==> config.mk <==
export PLATFORM = sky130hd
export DESIGN_NAME = fstm_ram
export DESIGN_NICKNAME = d
export VERILOG_FILES = /design/src/design/fstm_ram.sv
export SDC_FILE = /design/constraint.sdc
export NUM_CORES = 2
export LEC_CHECK = 0
export BUFFER_PORTS_ARGS = -buffer_cell sky130_fd_sc_hd__clkbuf_2
export CAP_MARGIN = 0
export CORE_MARGIN = 2
export CORE_UTILIZATION = 55
export CTS_CLUSTER_DIAMETER = 80
export CTS_CLUSTER_SIZE = 12
export DETAILED_ROUTE_END_ITERATION = 8
export HOLD_SLACK_MARGIN = 0.03
export PLACE_DENSITY = 0.71
export RECOVER_POWER = 25
export SYNTH_ARGS = -nofsm -noshare
export SYNTH_HDL_FRONTEND = slang
export SYNTH_SLANG_ARGS = --single-unit
==> constraint.sdc <==
create_clock -name clk -period 2.6 [get_ports clk]
set_input_delay 0.39 -clock clk [delete_from_list [all_inputs] [get_ports clk]]
set_output_delay 0.39 -clock clk [all_outputs]
set_load 0.05 [all_outputs]
==> src/design/fstm_ram.sv <==
// ----------------------------------------------------------------------------
// fstm_ram
// Generic single-write, single-read RAM with registered read (read-old).
// ----------------------------------------------------------------------------
`default_nettype none

module fstm_ram #(
  parameter int WIDTH = 8,
  parameter int DEPTH = 256
) (
  input  wire logic                     clk,
  input  wire logic                     we,
  input  wire logic [$clog2(DEPTH)-1:0] waddr,
  input  wire logic [WIDTH-1:0]         wdata,
  input  wire logic [$clog2(DEPTH)-1:0] raddr,
  output      logic [WIDTH-1:0]         rdata
);

  logic [WIDTH-1:0] mem [DEPTH];

  // read returns the contents before a same-cycle write
  always_ff @(posedge clk) begin
    rdata <= mem[raddr];
    if (we) begin
      mem[waddr] <= wdata;
    end
  end

endmodule

`default_nettype wire

==> reports/qor.json <==
{
  "status": "complete, but fails checks",
  "failed_checks": "DRC, capacitance limit, slew limit",
  "fillerInstances": 9443,
  "global_route.usage.total_pct": 27.0,
  "wire_length_of_the_first_global_routing_pass_um": 286000,
  "syn_nets": 3759,
  "synth-edff-count": 2048,
  "timing.critical_path.slowest_cell_delay_ps": 580,
  "design.portCount": 34,
  "drt_pre_antenna_iters": 8,
  "finalSetupViolations": 0,
  "number_of_buffers_inserted_by_port_buffering": 33,
  "placement_rows": 139,
  "hold_depth": 4,
  "most_repeated_library_cell_on_the_critical_path": "sky130_fd_sc_hd__mux4_2",
  "grt_antenna_before_repair": 10,
  "design_power_total_uw": 65100,
  "pin_count_of_the_biggest_net_entering_global_routing": 145,
  "synth.cells.most_frequent": "sky130_fd_sc_hd__edfxtp_1 (2,048), sky130_fd_sc_hd__mux4_2 (454), sky130_fd_sc_hd__nor2_1 (282)",
  "setup_tns_ps": 0,
  "cts_tree": "built",
  "r2r_cells": 6,
  "tightestPinTransition_ps": 2440,
  "drtIter0Drc": 5873,
  "power.ir.vdd_worst_mv": 0.660,
  "yosysTopAreaCellShare_pct": 77.3,
  "ant_nets": 0,
  "drive_gt1_share_pct": 31.2,
  "critical_path_class": "reg -> reg",
  "crit-reg2reg-capture": "rdata[1]",
  "cp_data_arrival_time_ps": 3270,
  "timing.final.crit_period_ps": 2570,
  "post_synth_instance_area_mm2": 0.0796,
  "regToRegStartpoint": "mem[83][1]",
  "routed-via-count": 41400,
  "most_used_flip_flop_cell_after_synthesis": "sky130_fd_sc_hd__edfxtp_1",
  "gp_congestion": 0.880,
  "layout.cells.non_filler": 6370,
  "worst_setup_hold_path_clk_slew_ps": 60,
  "cts.repair_timing.setup_buffer_count": 0,
  "initial_core_util_pct": 55.4,
  "die-area_mm2": 0.148,
  "finish.instance_area_mm2": 0.0920,
  "syn-mean-instance-area_um2": 21.3,
  "worst_slew_margin_rel_pct": -62.5,
  "grt_remaining_overflow": 0,
  "synthMostInstantiatedCell": "sky130_fd_sc_hd__edfxtp_1",
  "synth.top_cells.by_area": "sky130_fd_sc_hd__edfxtp_1 (77%), sky130_fd_sc_hd__mux4_2 (13%), sky130_fd_sc_hd__mux2i_1 (1.7%)",
  "critPathSlowestCell": "sky130_fd_sc_hd__nor4_2",
  "die-width_um": 384,
  "drt-vias-per-instance": 6.50,
  "hold_viol": 0,
  "leakagePower_uw": 0.0297,
  "min_delay_worst_endpoint": "mem[172][4]",
  "final_nets": 4438,
  "cp-start-kind": "flip-flop",
  "numCtsBuffers": 189,
  "clock_latency_ps": 840,
  "via_count_of_the_first_global_routing_pass": 41500,
  "areaGrowthSynthToFinish_pct": 15.7,
  "clock-sinks": 2056,
  "ys_seq_elements": 2056,
  "yosysWarningCount": 0,
  "htree_num_levels": 4,
  "cts_root_buf": "sky130_fd_sc_hd__clkbuf_16",
  "end_kind": "flip-flop",
  "synth_cells": 3733,
  "power_per_cell_area_mw_per_mm2": 708,
  "post-route-drc-count": 4,
  "place.detailed.instances": 6121,
  "place_area_mm2": 0.0870,
  "dp_hpwl_um": 125000,
  "worstPathRequired_ps": 3300,
  "multi_input_area_mm2": 0.0165,
  "sequential_cell_area_mm2": 0.0617,
  "drt_wl_total_um": 197000,
  "synth_top_area_cell": "sky130_fd_sc_hd__edfxtp_1",
  "post_synth_num_cell_types": 55,
  "path_cells": "mux4_2 > mux4_2 > nor2b_1 > nor4_2 > buf_4 > nor4_1",
  "setup_slack_on_the_worst_flop_to_flop_path_ps": 30,
  "hold_removal_path_class": "in -> reg",
  "count_of_max_cap_constraint_violations": 6,
  "clockBufferDepth": 3,
  "synth_sequential_area_ratio_pct": 77.5,
  "chipHeight_um": 384,
  "fmax_mhz": 389,
  "worstHoldStart": "waddr[3]",
  "critPathMaxFanout": 1,
  "wl_per_cell_um": 30.9,
  "setup_repair_after_global_routing_missed_its_margin": "false",
  "timing.final.max_slew_violations": 568,
  "layout_worst_path_cycle_share_pct": 98.9,
  "core_mm2": 0.144,
  "synth_async_sr_flop_share_pct": 0,
  "clock-skew-final_ps": 33.7
}
-- sequential cells by signal, summed over array words and instances (netlist names) --
signal  cells
mem      2048
rdata       8
-- worst max-delay path: cells and delay by family, from the launching register on --
kind / cells / cell delay, ps
buffers and inverters: 1 / 210
flip-flops: 1 / 370
multiplexers: 2 / 1040
AND/OR/NAND/NOR: 3 / 820
-- layout make-up --
class | instances | share of cell area [%]
Antenna cell | 2 | 0.00544
Clock buffer | 229 | 5.33
Clock inverter | 15 | 0.300
Inverter | 2 | 0.00816
Multi-Input combinational cell | 1442 | 18.0
Sequential cell | 2056 | 67.0
Tap cell | 1903 | 2.59
Timing Repair Buffer | 721 | 6.80
-- placed cells by master (no fill, tap or decap), types with 13 or more instances in the layout --
cell | Yosys | final
sky130_fd_sc_hd__nand3_1 | 34 | 32
sky130_fd_sc_hd__nand2_1 | 33 | 33
sky130_fd_sc_hd__buf_12 | 8 | 73
sky130_fd_sc_hd__buf_4 | 27 | 597
sky130_fd_sc_hd__o221ai_1 | 46 | 46
sky130_fd_sc_hd__nor2_1 | 282 | 279
sky130_fd_sc_hd__clkbuf_1 | 111 | 48
sky130_fd_sc_hd__mux4_2 | 454 | 454
sky130_fd_sc_hd__a22oi_1 | 133 | 133
sky130_fd_sc_hd__mux2i_1 | 134 | 134
sky130_fd_sc_hd__a211oi_1 | 16 | 15
sky130_fd_sc_hd__a21oi_1 | 96 | 96
sky130_fd_sc_hd__nor3_1 | 22 | 22
sky130_fd_sc_hd__edfxtp_1 | 2048 | 2048
sky130_fd_sc_hd__clkbuf_2 | 0 | 30
sky130_fd_sc_hd__nor2b_1 | 31 | 28
sky130_fd_sc_hd__a221oi_1 | 13 | 13
sky130_fd_sc_hd__nor4_1 | 24 | 21
sky130_fd_sc_hd__o22ai_1 | 28 | 28
sky130_fd_sc_hd__clkbuf_16 | 0 | 190
-- per-stage QoR --
| stage | utilization, % | setup slack (ps) | hold WS [ps] |
|---|---|---|---|
| 6_report | 64.1 | 29.0 | 327 |
| 5_1_grt | 64.1 | 34.6 | 323 |
| 4_1_cts | 64.2 | 5.20 | 63.1 |
| 3_5_place_dp | 60.5 | -1000 | 832 |
| 3_3_place_gp | 60.5 | -1050 | 826 |
| 2_1_floorplan | - | 272 | 489 |
-- timing repair --
item	CTS	global route
hold buffers	3	0
resized for setup	5	1
setup endpoints to repair	3	1
hold endpoints to repair	119	0
-- layer usage --
layer	wire length [um]	global-route usage [%]	up-vias	share of wire (%)
li1	-	-	16900	-
met1	74800	38.8	21600	38
met2	93900	42.1	2544	48
met3	21900	5.39	356	11
met4	6200	9.02	8	3.1
met5	45	0	-	0.023
-- cells by family after synthesis --
group                  after synthesis  synth area share (%)
multiplexers                       591                  14.6
buffers and inverters              235                  1.83
AO/OA/AOI/OAI                      385                  3.42
AND/OR/NAND/NOR                    466                  2.63
flip-flops                        2056                  77.5
-- where the power goes --
group          internal, uW  switching, uW  total, uW
sequential            36600           79.9      36600
clock                 13200          11500      24700
combinational          1490           2330       3820
-- worst max path at each step --
stage	slack [ps]	to	start	cells past startpoint
2_1_floorplan	270	rdata[2]	raddr[0]	9
3_3_place_gp	-1050	rdata[0]	raddr[0]	9
3_5_place_dp	-1000	rdata[0]	raddr[0]	9
4_1_cts	5	rdata[0]	mem[87][0]	6
5_1_grt	30	rdata[1]	mem[65][1]	6
6_report	30	rdata[1]	mem[83][1]	6
No activity file was read; power rests on OpenSTA's default activity.
