`config.mk`:
```
export PLATFORM = sky130hd
export DESIGN_NAME = fstm_outq
export DESIGN_NICKNAME = d
export VERILOG_FILES = /design/src/design/fstm_pkg.sv /design/src/design/fstm_outq.sv
export SDC_FILE = /design/constraint.sdc
export NUM_CORES = 1
export LEC_CHECK = 0
export BUFFER_PORTS_ARGS = -buffer_cell sky130_fd_sc_hd__buf_2
export CAP_MARGIN = 30
export CORE_MARGIN = 3
export CORE_UTILIZATION = 32
export DETAILED_ROUTE_END_ITERATION = 16
export SYNTH_ARGS = -nofsm -noshare
export SYNTH_HDL_FRONTEND = slang
export SYNTH_SLANG_ARGS = --single-unit
export TNS_END_PERCENT = 100
```
`constraint.sdc`:
```
create_clock -name clk -period 2.23 [get_ports clk]
set_input_delay 0.3345 -clock clk [delete_from_list [all_inputs] [get_ports clk]]
set_output_delay 0.3345 -clock clk [all_outputs]
set_load 0.05 [all_outputs]
```
`src/design/fstm_pkg.sv`:
```
// ----------------------------------------------------------------------------
// fstm_pkg
// Shared types and constants of the flat span texture mapper.
// ----------------------------------------------------------------------------
`default_nettype none

package fstm_pkg;

  // screen and flat geometry
  localparam int SCREEN_WIDTH  = 320;
  localparam int FLAT_EDGE_LOG = 6;
  localparam int FRAC_BITS     = 16;

  // stores
  localparam int TEXEL_DEPTH = 4096;
  localparam int TEXEL_AW    = $clog2(TEXEL_DEPTH);
  localparam int SHADE_DEPTH = 256;
  localparam int SHADE_AW    = $clog2(SHADE_DEPTH);
  localparam int PIX_W       = 8;

  // result queue
  localparam int OUTQ_DEPTH = 4;
  localparam int OUTQ_PTR_W = $clog2(OUTQ_DEPTH);
  localparam int OUTQ_CNT_W = $clog2(OUTQ_DEPTH + 1);

  // command codes
  localparam logic [1:0] CMD_LOAD_TEXEL = 2'd0;
  localparam logic [1:0] CMD_LOAD_SHADE = 2'd1;
  localparam logic [1:0] CMD_START_SPAN = 2'd2;
  localparam logic [1:0] CMD_NEXT_PIXEL = 2'd3;

  // register select (paddr bit 2, registers at 4-byte spacing)
  localparam logic REG_FLAT_SIZE_SHIFT = 1'b0;

  // input transaction
  typedef struct packed {
    logic [1:0]         command;
    logic [11:0]        load_address;
    logic [7:0]         load_value;
    logic [7:0]         row;
    logic [8:0]         x_start;
    logic [8:0]         x_end;
    logic signed [31:0] u_start;
    logic signed [31:0] v_start;
    logic signed [31:0] u_step;
    logic signed [31:0] v_step;
  } fstm_in_t;

  // output transaction
  typedef struct packed {
    logic [15:0] pixel_address;
    logic [7:0]  pixel_value;
    logic        last;
  } fstm_out_t;

  // store accesses issued by the span sequencer
  typedef struct packed {
    logic                texel_we;
    logic [TEXEL_AW-1:0] texel_waddr;
    logic [PIX_W-1:0]    texel_wdata;
    logic [TEXEL_AW-1:0] texel_raddr;
    logic                shade_we;
    logic [SHADE_AW-1:0] shade_waddr;
    logic [PIX_W-1:0]    shade_wdata;
  } fstm_mem_req_t;

  // pixel tag that travels beside the store reads
  typedef struct packed {
    logic        valid;
    logic [15:0] pixel_address;
    logic        last;
  } fstm_tag_t;

endpackage

`default_nettype wire

```
`src/design/fstm_outq.sv`:
```
// ----------------------------------------------------------------------------
// fstm_outq
// Small result queue that decouples the fetch pipeline from output stalls.
// ----------------------------------------------------------------------------
`default_nettype none

module fstm_outq
  import fstm_pkg::*;
(
  input  wire logic                  clk,
  input  wire logic                  rst,
  input  wire logic                  push,
  input  wire fstm_out_t             push_item,
  output      logic                  out_valid,
  input  wire logic                  out_stall,
  output      fstm_out_t             out_item,
  output      logic [OUTQ_CNT_W-1:0] count
);

  fstm_out_t             entry [OUTQ_DEPTH];
  logic [OUTQ_PTR_W-1:0] wr_ptr;
  logic [OUTQ_PTR_W-1:0] rd_ptr;
  logic                  pop;

  assign out_valid = (count != '0);
  assign out_item  = entry[rd_ptr];
  assign pop       = out_valid && !out_stall;

  // pointers and fill level
  always_ff @(posedge clk) begin
    if (rst) begin
      wr_ptr <= '0;
      rd_ptr <= '0;
      count  <= '0;
    end else begin
      if (push) begin
        wr_ptr <= wr_ptr + 1'b1;
      end
      if (pop) begin
        rd_ptr <= rd_ptr + 1'b1;
      end
      count <= count + OUTQ_CNT_W'(push) - OUTQ_CNT_W'(pop);
    end
  end

  // entry storage
  always_ff @(posedge clk) begin
    if (push) begin
      entry[wr_ptr] <= push_item;
    end
  end

`ifndef SYNTHESIS
  // fill level stays within the queue
  a_count_bound: assert property (@(posedge clk) disable iff (rst)
    count <= OUTQ_CNT_W'(OUTQ_DEPTH))
    else $error("result queue count out of range");

  // input credit check keeps a full queue from being written
  a_no_overflow: assert property (@(posedge clk) disable iff (rst)
    push |-> (count != OUTQ_CNT_W'(OUTQ_DEPTH)) || pop)
    else $error("result queue overflow");
`endif

endmodule

`default_nettype wire

```
==> results.yml <==
grt:
  grt_max_degree: 26
  first_global_vias: 1952
  grt-ovfl-total: 0
  grtUsageTotal_pct: 10.4
  antenna_found_initial: 0
  grt_first_pass_wirelength_mm: 10.8
clock_tree:
  htreeDepth: 3
  root_buffer: "clkbuf_16"
  postCtsHoldBufs: 0
  path_clk_slew_ps: 70
  cts-buffers-inserted: 9
  cts.sinks: 109
  cts_tree: "done"
  clk_path_buf_depth: 2
  clkLatencyLatePin_ps: 340
yosys:
  synth-seq-cells: 109
  synth_edf_count: 100
  post-synth-top-area-cell: "edfxtp_1"
  synth-seq-area-share_pct: 77.5
  synth_nets: 214
  syn_area_per_cell_sq_um: 23.1
  postSynthCellCount: 178
  async_reset_ff_share_pct: 0
  synthFlopType: "edfxtp_1"
  synth_cell_types: 23
  synth_top_area_share_pct: 73.1
  ys_top_cells_by_count: "edfxtp_1 (100), mux4_2 (20), dfxtp_1 (9), inv_1 (7), ha_1 (6)"
  synth.most_common_cell: "edfxtp_1"
  syn-cell-area_sq_mm: 0.00411
  synth_area_leaders: "edfxtp_1 (73%), mux4_2 (11%), dfxtp_1 (4.4%)"
  ys_warn_count: 0
timing:
  slew_violations: 0
  fin_tns_setup_ps: 0
  slew_headroom_pct: 71.9
  worst_pin_slew_ps: 421
  min_period_ps: 2130
  setup_viol: 0
  period_share_pct: 95.5
  holdWs_ps: 210
  hold_violations: 0
  fmax_mhz: 470
  clock_skew_ps: 7.91
  setup_ws_ps: 101
run_status:
  outcome: "finished clean"
final_layout:
  drive_above_1_share_pct: 41.2
  antennaDiodeCount: 0
  layout.nets: 281
  area_growth_pct: 20.6
  design_area_sq_mm: 0.00495
  final_util_pct: 40.4
route:
  drt_wl_total_mm: 6.89
  viasPerCell: 4.41
  num_vias: 1843
  first_pass_iters: 4
  ant_nets: 0
  drc: 0
  post_drt_wl_per_cell_microns: 16.5
  drt_iter0_markers: 104
floorplan:
  rows: 40
  coreArea_sq_mm: 0.0123
  start_util_pct: 33.5
  dieArea_sq_mm: 0.0142
  io_pins: 58
  die_x_microns: 119
  die_y_microns: 119
critical_path:
  cp-start-kind: "flip-flop"
  r2r_setup_slack_ps: 170
  cp.required_ps: 1900
  crit_type: "reg2out"
  end_kind: "output pin"
  cp.arrival_ps: 1790
  cp_max_fo: 25
  timing.rr.start: "count[1]"
placed_design:
  postPlaceCellArea_sq_mm: 0.00466
  hpwl_mm: 4.31
  io_buffers: 57
  gp_congestion: 0.696
  pre_cts_slack_ps: 115
hold_path:
  hp-class: "in2reg"
  hp-start: "push_item[11]"
pwr:
  pwr_density_cell_mw_per_mm2: 1090
  leakage_nw: 1.70
  vdd_ir_drop_max_mv: 0.769
flow_run:
  timing.max_cap.violations: 0
[power breakdown]
part	switching, mW	total (mW)	internal, mW
registers	0.0568	2.42	2.36
clock network	0.646	1.52	0.869
logic	0.953	1.44	0.489
total	1.66	5.38	3.72
[per-stage QoR]
| stage | total power [mW] | instances |
|---|---|---|
| 6_report | 5.38 | 418 |
| 5_1_grt | 5.64 | 418 |
| 4_1_cts | 5.45 | 418 |
| 3_5_place_dp | 3.92 | 402 |
| 3_3_place_gp | 3.91 | 402 |
| 2_1_floorplan | 3.61 | 178 |
[worst max-delay path: stages (launching register included)]
cell,delay [ps]
dfxtp_2,340
buf_12,230
mux4_1,630
buf_2,240
[cell usage in the layout (no fill, tap or decap), drive strengths merged, types with 2 or more instances in the layout]
master,instances
xnor2,3
and2,4
nor2,5
clkinv,3
dfxtp,9
a21oi,2
inv,7
buf,63
edfxtp,100
clkbuf,12
mux4,25
nor2b,3
ha,6
[final timing paths]
kind | depth (start not counted) | endpoint
max | 3 | out_item[3]
min | 1 | entry[2][11]
max reg2reg | 9 | count[2]
min reg2reg | 2 | flip-flop
[per-layer routing]
layer	track usage (%)	wire length (microns)	part of all wire, %
met4	3.91	68	0.99
met5	0	0	0
met2	15.6	3280	48
met3	4.27	387	5.6
met1	13.5	3150	46
[kinds of logic after synthesis]
| logic type | after synthesis | synth area share, % |
|---|---|---|
| AOI/OAI and AO/OA | 3 | 0.366 |
| xor gates and xnor gates | 3 | 0.640 |
| adders and majority gates | 7 | 2.32 |
| buffers and inverters | 14 | 2.35 |
| DFF | 109 | 77.5 |
| muxes | 27 | 14.7 |
| and+or+nand+nor | 15 | 2.10 |
[final cells by class]
type / instances / area [sq um]
fillers: 1110 / 7310
flip-flops and latches: 109 / 3180
multi-input cells: 55 / 837
repair buffers: 63 / 408
clock buffers: 12 / 236
well taps: 168 / 210
clock inverters: 4 / 48.8
inverters: 7 / 26.3
[flip-flops by register name, indices dropped and copies added (netlist names), named ones only]
signal,count
count,3
entry,100
rd_ptr,2
wr_ptr,2
[what timing repair did]
item / CTS / global route
endpoints found under the setup margin: 0 / 1
setup buffers: 0 / 0
gates resized for setup: 0 / 1
Note: power is estimated with default switching activity, not from simulation.
