[src/design/fstm_pkg.sv]
// ----------------------------------------------------------------------------
// fstm_pkg
// Shared types and constants of the flat span texture mapper.
// ----------------------------------------------------------------------------
`default_nettype none

package fstm_pkg;

  // screen and flat geometry
  localparam int SCREEN_WIDTH  = 320;
  localparam int FLAT_EDGE_LOG = 6;
  localparam int FRAC_BITS     = 16;

  // stores
  localparam int TEXEL_DEPTH = 4096;
  localparam int TEXEL_AW    = $clog2(TEXEL_DEPTH);
  localparam int SHADE_DEPTH = 256;
  localparam int SHADE_AW    = $clog2(SHADE_DEPTH);
  localparam int PIX_W       = 8;

  // result queue
  localparam int OUTQ_DEPTH = 4;
  localparam int OUTQ_PTR_W = $clog2(OUTQ_DEPTH);
  localparam int OUTQ_CNT_W = $clog2(OUTQ_DEPTH + 1);

  // command codes
  localparam logic [1:0] CMD_LOAD_TEXEL = 2'd0;
  localparam logic [1:0] CMD_LOAD_SHADE = 2'd1;
  localparam logic [1:0] CMD_START_SPAN = 2'd2;
  localparam logic [1:0] CMD_NEXT_PIXEL = 2'd3;

  // register select (paddr bit 2, registers at 4-byte spacing)
  localparam logic REG_FLAT_SIZE_SHIFT = 1'b0;

  // input transaction
  typedef struct packed {
    logic [1:0]         command;
    logic [11:0]        load_address;
    logic [7:0]         load_value;
    logic [7:0]         row;
    logic [8:0]         x_start;
    logic [8:0]         x_end;
    logic signed [31:0] u_start;
    logic signed [31:0] v_start;
    logic signed [31:0] u_step;
    logic signed [31:0] v_step;
  } fstm_in_t;

  // output transaction
  typedef struct packed {
    logic [15:0] pixel_address;
    logic [7:0]  pixel_value;
    logic        last;
  } fstm_out_t;

  // store accesses issued by the span sequencer
  typedef struct packed {
    logic                texel_we;
    logic [TEXEL_AW-1:0] texel_waddr;
    logic [PIX_W-1:0]    texel_wdata;
    logic [TEXEL_AW-1:0] texel_raddr;
    logic                shade_we;
    logic [SHADE_AW-1:0] shade_waddr;
    logic [PIX_W-1:0]    shade_wdata;
  } fstm_mem_req_t;

  // pixel tag that travels beside the store reads
  typedef struct packed {
    logic        valid;
    logic [15:0] pixel_address;
    logic        last;
  } fstm_tag_t;

endpackage

`default_nettype wire

[src/design/fstm_span.sv]
// ----------------------------------------------------------------------------
// fstm_span
// Command decode and span sequencer: store writes, accumulators, texel fetch.
// ----------------------------------------------------------------------------
`default_nettype none

module fstm_span
  import fstm_pkg::*;
(
  input  wire logic          clk,
  input  wire logic          rst,
  input  wire logic          acc,
  input  wire fstm_in_t      item,
  input  wire logic [2:0]    flat_size_shift,
  output      fstm_mem_req_t req,
  output      fstm_tag_t     tag
);

  logic [31:0] u_accum;
  logic [31:0] v_accum;
  logic [31:0] u_increment;
  logic [31:0] v_increment;
  logic [8:0]  pixels_left;
  logic [15:0] dest_address;
  logic        busy;

  logic        step_go;
  logic        start_go;
  logic        span_empty;
  logic [15:0] start_address;

  // flat index from the integer parts of the accumulators
  function automatic logic [TEXEL_AW-1:0] texel_index(
    input logic [31:0] u,
    input logic [31:0] v,
    input logic [2:0]  shift_reg
  );
    logic [2:0]          s;
    logic [31:0]         us;
    logic [31:0]         vs;
    logic [5:0]          umask;
    logic [TEXEL_AW-1:0] vmask;
    s     = (shift_reg > 3'(FLAT_EDGE_LOG)) ? 3'(FLAT_EDGE_LOG) : shift_reg;
    us    = u >> (6'(FRAC_BITS) + 6'(s));
    vs    = v >> (6'(FRAC_BITS - FLAT_EDGE_LOG) + {2'b0, s, 1'b0});
    umask = 6'h3f >> s;
    vmask = TEXEL_AW'(umask) << (3'(FLAT_EDGE_LOG) - s);
    return (TEXEL_AW'(us[5:0] & umask)) | (vs[TEXEL_AW-1:0] & vmask);
  endfunction

  assign step_go       = acc && (item.command == CMD_NEXT_PIXEL) && busy;
  assign start_go      = acc && (item.command == CMD_START_SPAN);
  assign span_empty    = item.x_end < item.x_start;
  assign start_address = 16'({8'b0, item.row} * 16'(SCREEN_WIDTH)) + 16'(item.x_start);

  // store writes and the texel read for this pixel
  always_comb begin
    req.texel_we    = acc && (item.command == CMD_LOAD_TEXEL);
    req.texel_waddr = item.load_address;
    req.texel_wdata = item.load_value;
    req.texel_raddr = texel_index(u_accum, v_accum, flat_size_shift);
    req.shade_we    = acc && (item.command == CMD_LOAD_SHADE) &&
                      (item.load_address[11:SHADE_AW] == '0);
    req.shade_waddr = item.load_address[SHADE_AW-1:0];
    req.shade_wdata = item.load_value;
  end

  // tag of the pixel whose texel is being read
  always_comb begin
    tag.valid         = step_go;
    tag.pixel_address = dest_address;
    tag.last          = (pixels_left == 9'd0);
  end

  // span state
  always_ff @(posedge clk) begin
    if (rst) begin
      busy <= 1'b0;
    end else if (start_go) begin
      busy <= !span_empty;
    end else if (step_go && (pixels_left == 9'd0)) begin
      busy <= 1'b0;
    end
  end

  always_ff @(posedge clk) begin
    if (start_go && !span_empty) begin
      pixels_left  <= item.x_end - item.x_start;
      dest_address <= start_address;
      u_accum      <= $unsigned(item.u_start);
      v_accum      <= $unsigned(item.v_start);
      u_increment  <= $unsigned(item.u_step);
      v_increment  <= $unsigned(item.v_step);
    end else if (step_go) begin
      pixels_left  <= (pixels_left == 9'd0) ? pixels_left : pixels_left - 9'd1;
      dest_address <= dest_address + 16'd1;
      u_accum      <= u_accum + u_increment;
      v_accum      <= v_accum + v_increment;
    end
  end

`ifndef SYNTHESIS
  // final pixel of a span ends it unless a new span starts
  a_last_clears_busy: assert property (@(posedge clk) disable iff (rst)
    step_go && (pixels_left == 9'd0) |=> !busy)
    else $error("span stayed busy after its last pixel");

  // an empty span never leaves the sequencer busy
  a_empty_span_idle: assert property (@(posedge clk) disable iff (rst)
    start_go && span_empty |=> !busy && !tag.valid)
    else $error("empty span started drawing");
`endif

endmodule

`default_nettype wire

[config.mk]
export PLATFORM = sky130hd
export DESIGN_NAME = fstm_span
export DESIGN_NICKNAME = d
export VERILOG_FILES = /design/src/design/fstm_pkg.sv /design/src/design/fstm_span.sv
export SDC_FILE = /design/constraint.sdc
export NUM_CORES = 1
export LEC_CHECK = 0
export BUFFER_PORTS_ARGS = -buffer_cell sky130_fd_sc_hd__buf_2
export CAP_MARGIN = 0
export CORE_ASPECT_RATIO = 0.8
export CORE_MARGIN = 8
export CORE_UTILIZATION = 45
export CTS_BUF_LIST = sky130_fd_sc_hd__clkbuf_2
export CTS_CLUSTER_DIAMETER = 150
export CTS_CLUSTER_SIZE = 25
export DETAILED_ROUTE_END_ITERATION = 16
export GPL_ROUTABILITY_DRIVEN = 0
export PLACE_DENSITY = 0.74
export SYNTH_ARGS = -nofsm -noshare
export SYNTH_HDL_FRONTEND = slang
export SYNTH_SLANG_ARGS = --single-unit
[constraint.sdc]
create_clock -name clk -period 4.35 [get_ports clk]
set_input_delay 0.6525 -clock clk [delete_from_list [all_inputs] [get_ports clk]]
set_output_delay 0.6525 -clock clk [all_outputs]
set_load 0.05 [all_outputs]
==> results.tsv <==
metric	value	unit
critical path fanouts, max	23	
global-route wire length before repair	38600	um
RSZ-0062 raised after global routing	false	
top-area cell type share of the netlist area	0.413	
CP max stage cell	ha_1	
Root Buffer	clkbuf_2	
top cell type by total area after synthesis	edfxtp_1	
CP required	3700	ps
share of layout cells above drive strength 1	0.203	
Initial Util	0.457	
GR Overflow Total	0	
clock slew seen by the registers of the worst setup and hold paths	210	ps
postcts setup bufs	0	
max_slew headroom	0.574	
syn_area_per_cell	9.58	um^2
final hold viol count	0	
#FFs+latches synth	136	
top_reg_cell synth	edfxtp_1	
post-synth design cell area	9820	um^2
final period utilization	0.817	
WP data arrival	2900	ps
skew final	53.2	ps
final instance area	11300	um^2
worst hold path type	in -> reg	
Setup CP Type	in -> out	
PortBufs	183	
fill count	1971	
FMAX	0.282	GHz
Die ar.	26800	um^2
vias in the first global route	7859	
syn_nets	1296	
Die Width	181	um
core box area	21500	um^2
Area after DPL	10800	um^2
register area share after synthesis	0.415	
Routed Antenna Nets	0	
Netlist cell types	66	
DR vias/cell	5.45	
initial antenna violation count	3	
CTS tree	yes	
Post-synth EDFFs	135	
Max clock buf depth	2	
Synth area leaders	edfxtp_1 (41%), ha_1 (11%), o21ai_0 (4.9%)	
Post-Route Setup TNS	0	ps
Worst Max-Slew Pin Slew	633	ps
drt wl/cell	16.5	um
YS warnings	0	
DR pass1 iterations	5	
PostCTS Resize Cnt	0	
crit-path max cell delay	470	ps
Clk Latency, worst-skew pair	730	ps
FP Rows	48	
CP Capture Type	output pin	
height of the die	148	um
count of pins over their slew limit	0	
Synth async-reset ratio	0	
crit path time final	3550	ps
routed wire length	24300	um
CP cell instances	buf_2, a21boi_2, buf_4, ha_1, inv_1, ha_1, nor2b_1, o21ai_0, o211ai_1, nand3_1, o41ai_1, buf_2	
status	finished, final reports clean	
DRC Markers	0	
CTS Buf Count	17	
DRT iter0 DRCs	654	
I/O pin cnt	250	
clock sink count	136	
leakage	4.56	nW
hold-fix buffers at CTS	5	
Cells after Synth	1026	
P&R area growth vs syn	14.7	%
GRT Total Usage	0.175	
H-Tree Depth	4	
Final setup violation count	0	
DP HPWL	18500	um
Power Dens Cells	275	nW/um^2
vias	8040	
Startpoint Class	input port	
nets	1456	
maximum VDD drop	139	uV
pin count of the biggest net entering global routing	61	
max-cap violations	0	
-- worst max-delay path: cells and delay by family --
family,cells,cell delay [ps]
adders and majority gates,2,630
AOI/OAI and AO/OA,4,560
buffers and inverters,4,790
and+or+nand+nor,2,270
-- stage by stage --
step	std cells	util	power (mW)	hold slack, ps	setup slack, ps
after floorplan	1026	-	2.16	448	27.3
after global placement	1416	0.500	2.26	468	846
after detailed placement	1416	0.500	2.28	476	845
after CTS	1453	0.514	3.10	2.47	822
after global routing	1476	0.524	3.25	-6.93	634
final	1476	0.524	3.10	101	798
-- cell type report --
type,instances,area [um^2],share of cell area
diodes,2,5.00,0.000444
well taps,275,344,0.0305
flip-flops and latches,136,4070,0.361
repair buffers,218,1280,0.114
clock buffers,19,95.1,0.00844
inverters,39,149,0.0132
clock inverters,13,155,0.0138
multi-input cells,774,5170,0.458
-- flip-flops by register name (all words and copies together) (netlist names) --
name / count
u_accum: 26
busy: 1
u_increment: 26
v_increment: 29
v_accum: 29
dest_address: 16
pixels_left: 9
-- report_power, final --
| part | total [mW] | switching (mW) | internal [mW] |
|---|---|---|---|
| clock | 0.823 | 0.502 | 0.321 |
| combinational | 0.735 | 0.422 | 0.313 |
| sequential | 1.54 | 0.0263 | 1.51 |
| total | 3.10 | 0.950 | 2.15 |
-- synthesized netlist by cell type (7+ instances only) --
cell and instances:
edfxtp_1 135, nand2_1 126, o21ai_0 96, a21oi_1 95
ha_1 83, nor2_1 65, xnor2_1 49, xor2_1 39
inv_1 38, buf_4 37, clkbuf_1 25, nand3_1 23
mux2i_1 16, a21o_1 15, nand2b_1 14, buf_2 13
nor3_1 13, nor2b_1 11, o21bai_1 10, a31oi_1 9
nand4_1 9, o211ai_1 9, o21a_1 9, and3_1 8
a211oi_1 7
-- worst paths after layout --
check	start	endpoint	slack (ps)	cells past startpoint
max	flat_size_shift[1]	req[19]	800	12
max reg2reg	u_accum[0]$_DFFE_PP_	u_accum[22]$_DFFE_PP_	1200	10
min	item[54]	u_increment[22]$_DFFE_PP_	100	1
min reg2reg	busy$_SDFFE_PP0P_	busy$_SDFFE_PP0P_	500	2
-- placed cells by master, fill, tap and decap left out, types with 10 or more instances in the layout --
cell type	Yosys	layout
buf_2	13	183
edfxtp_1	135	135
nand2_1	126	125
o21ai_0	96	96
a21oi_1	95	95
ha_1	83	83
nor2_1	65	65
xnor2_1	49	49
xor2_1	39	39
inv_1	38	37
dlygate4sd3_1	0	26
nand3_1	23	23
clkbuf_2	1	19
mux2i_1	16	16
a21o_1	15	15
nand2b_1	14	14
nor3_1	13	13
nor2b_1	11	11
o21bai_1	10	10
-- metal layers --
metal | routed length, um | track usage
met3 | 1940 | 0.0558
met1 | 11200 | 0.233
met5 | 10 | 0
met4 | 297 | 0.0487
met2 | 10800 | 0.272
-- cells by family after synthesis --
group                    after synthesis  share of synthesized area
XOR/XNOR                              88                     0.0785
buffers and inverters                116                     0.0602
AO/OA/AOI/OAI                        290                      0.177
flip-flops                           136                      0.415
multiplexers                          20                     0.0220
AND/OR/NAND/NOR                      288                      0.132
adder cells (fa/ha/maj)               88                      0.116
Power figures use the tool's default switching activity.
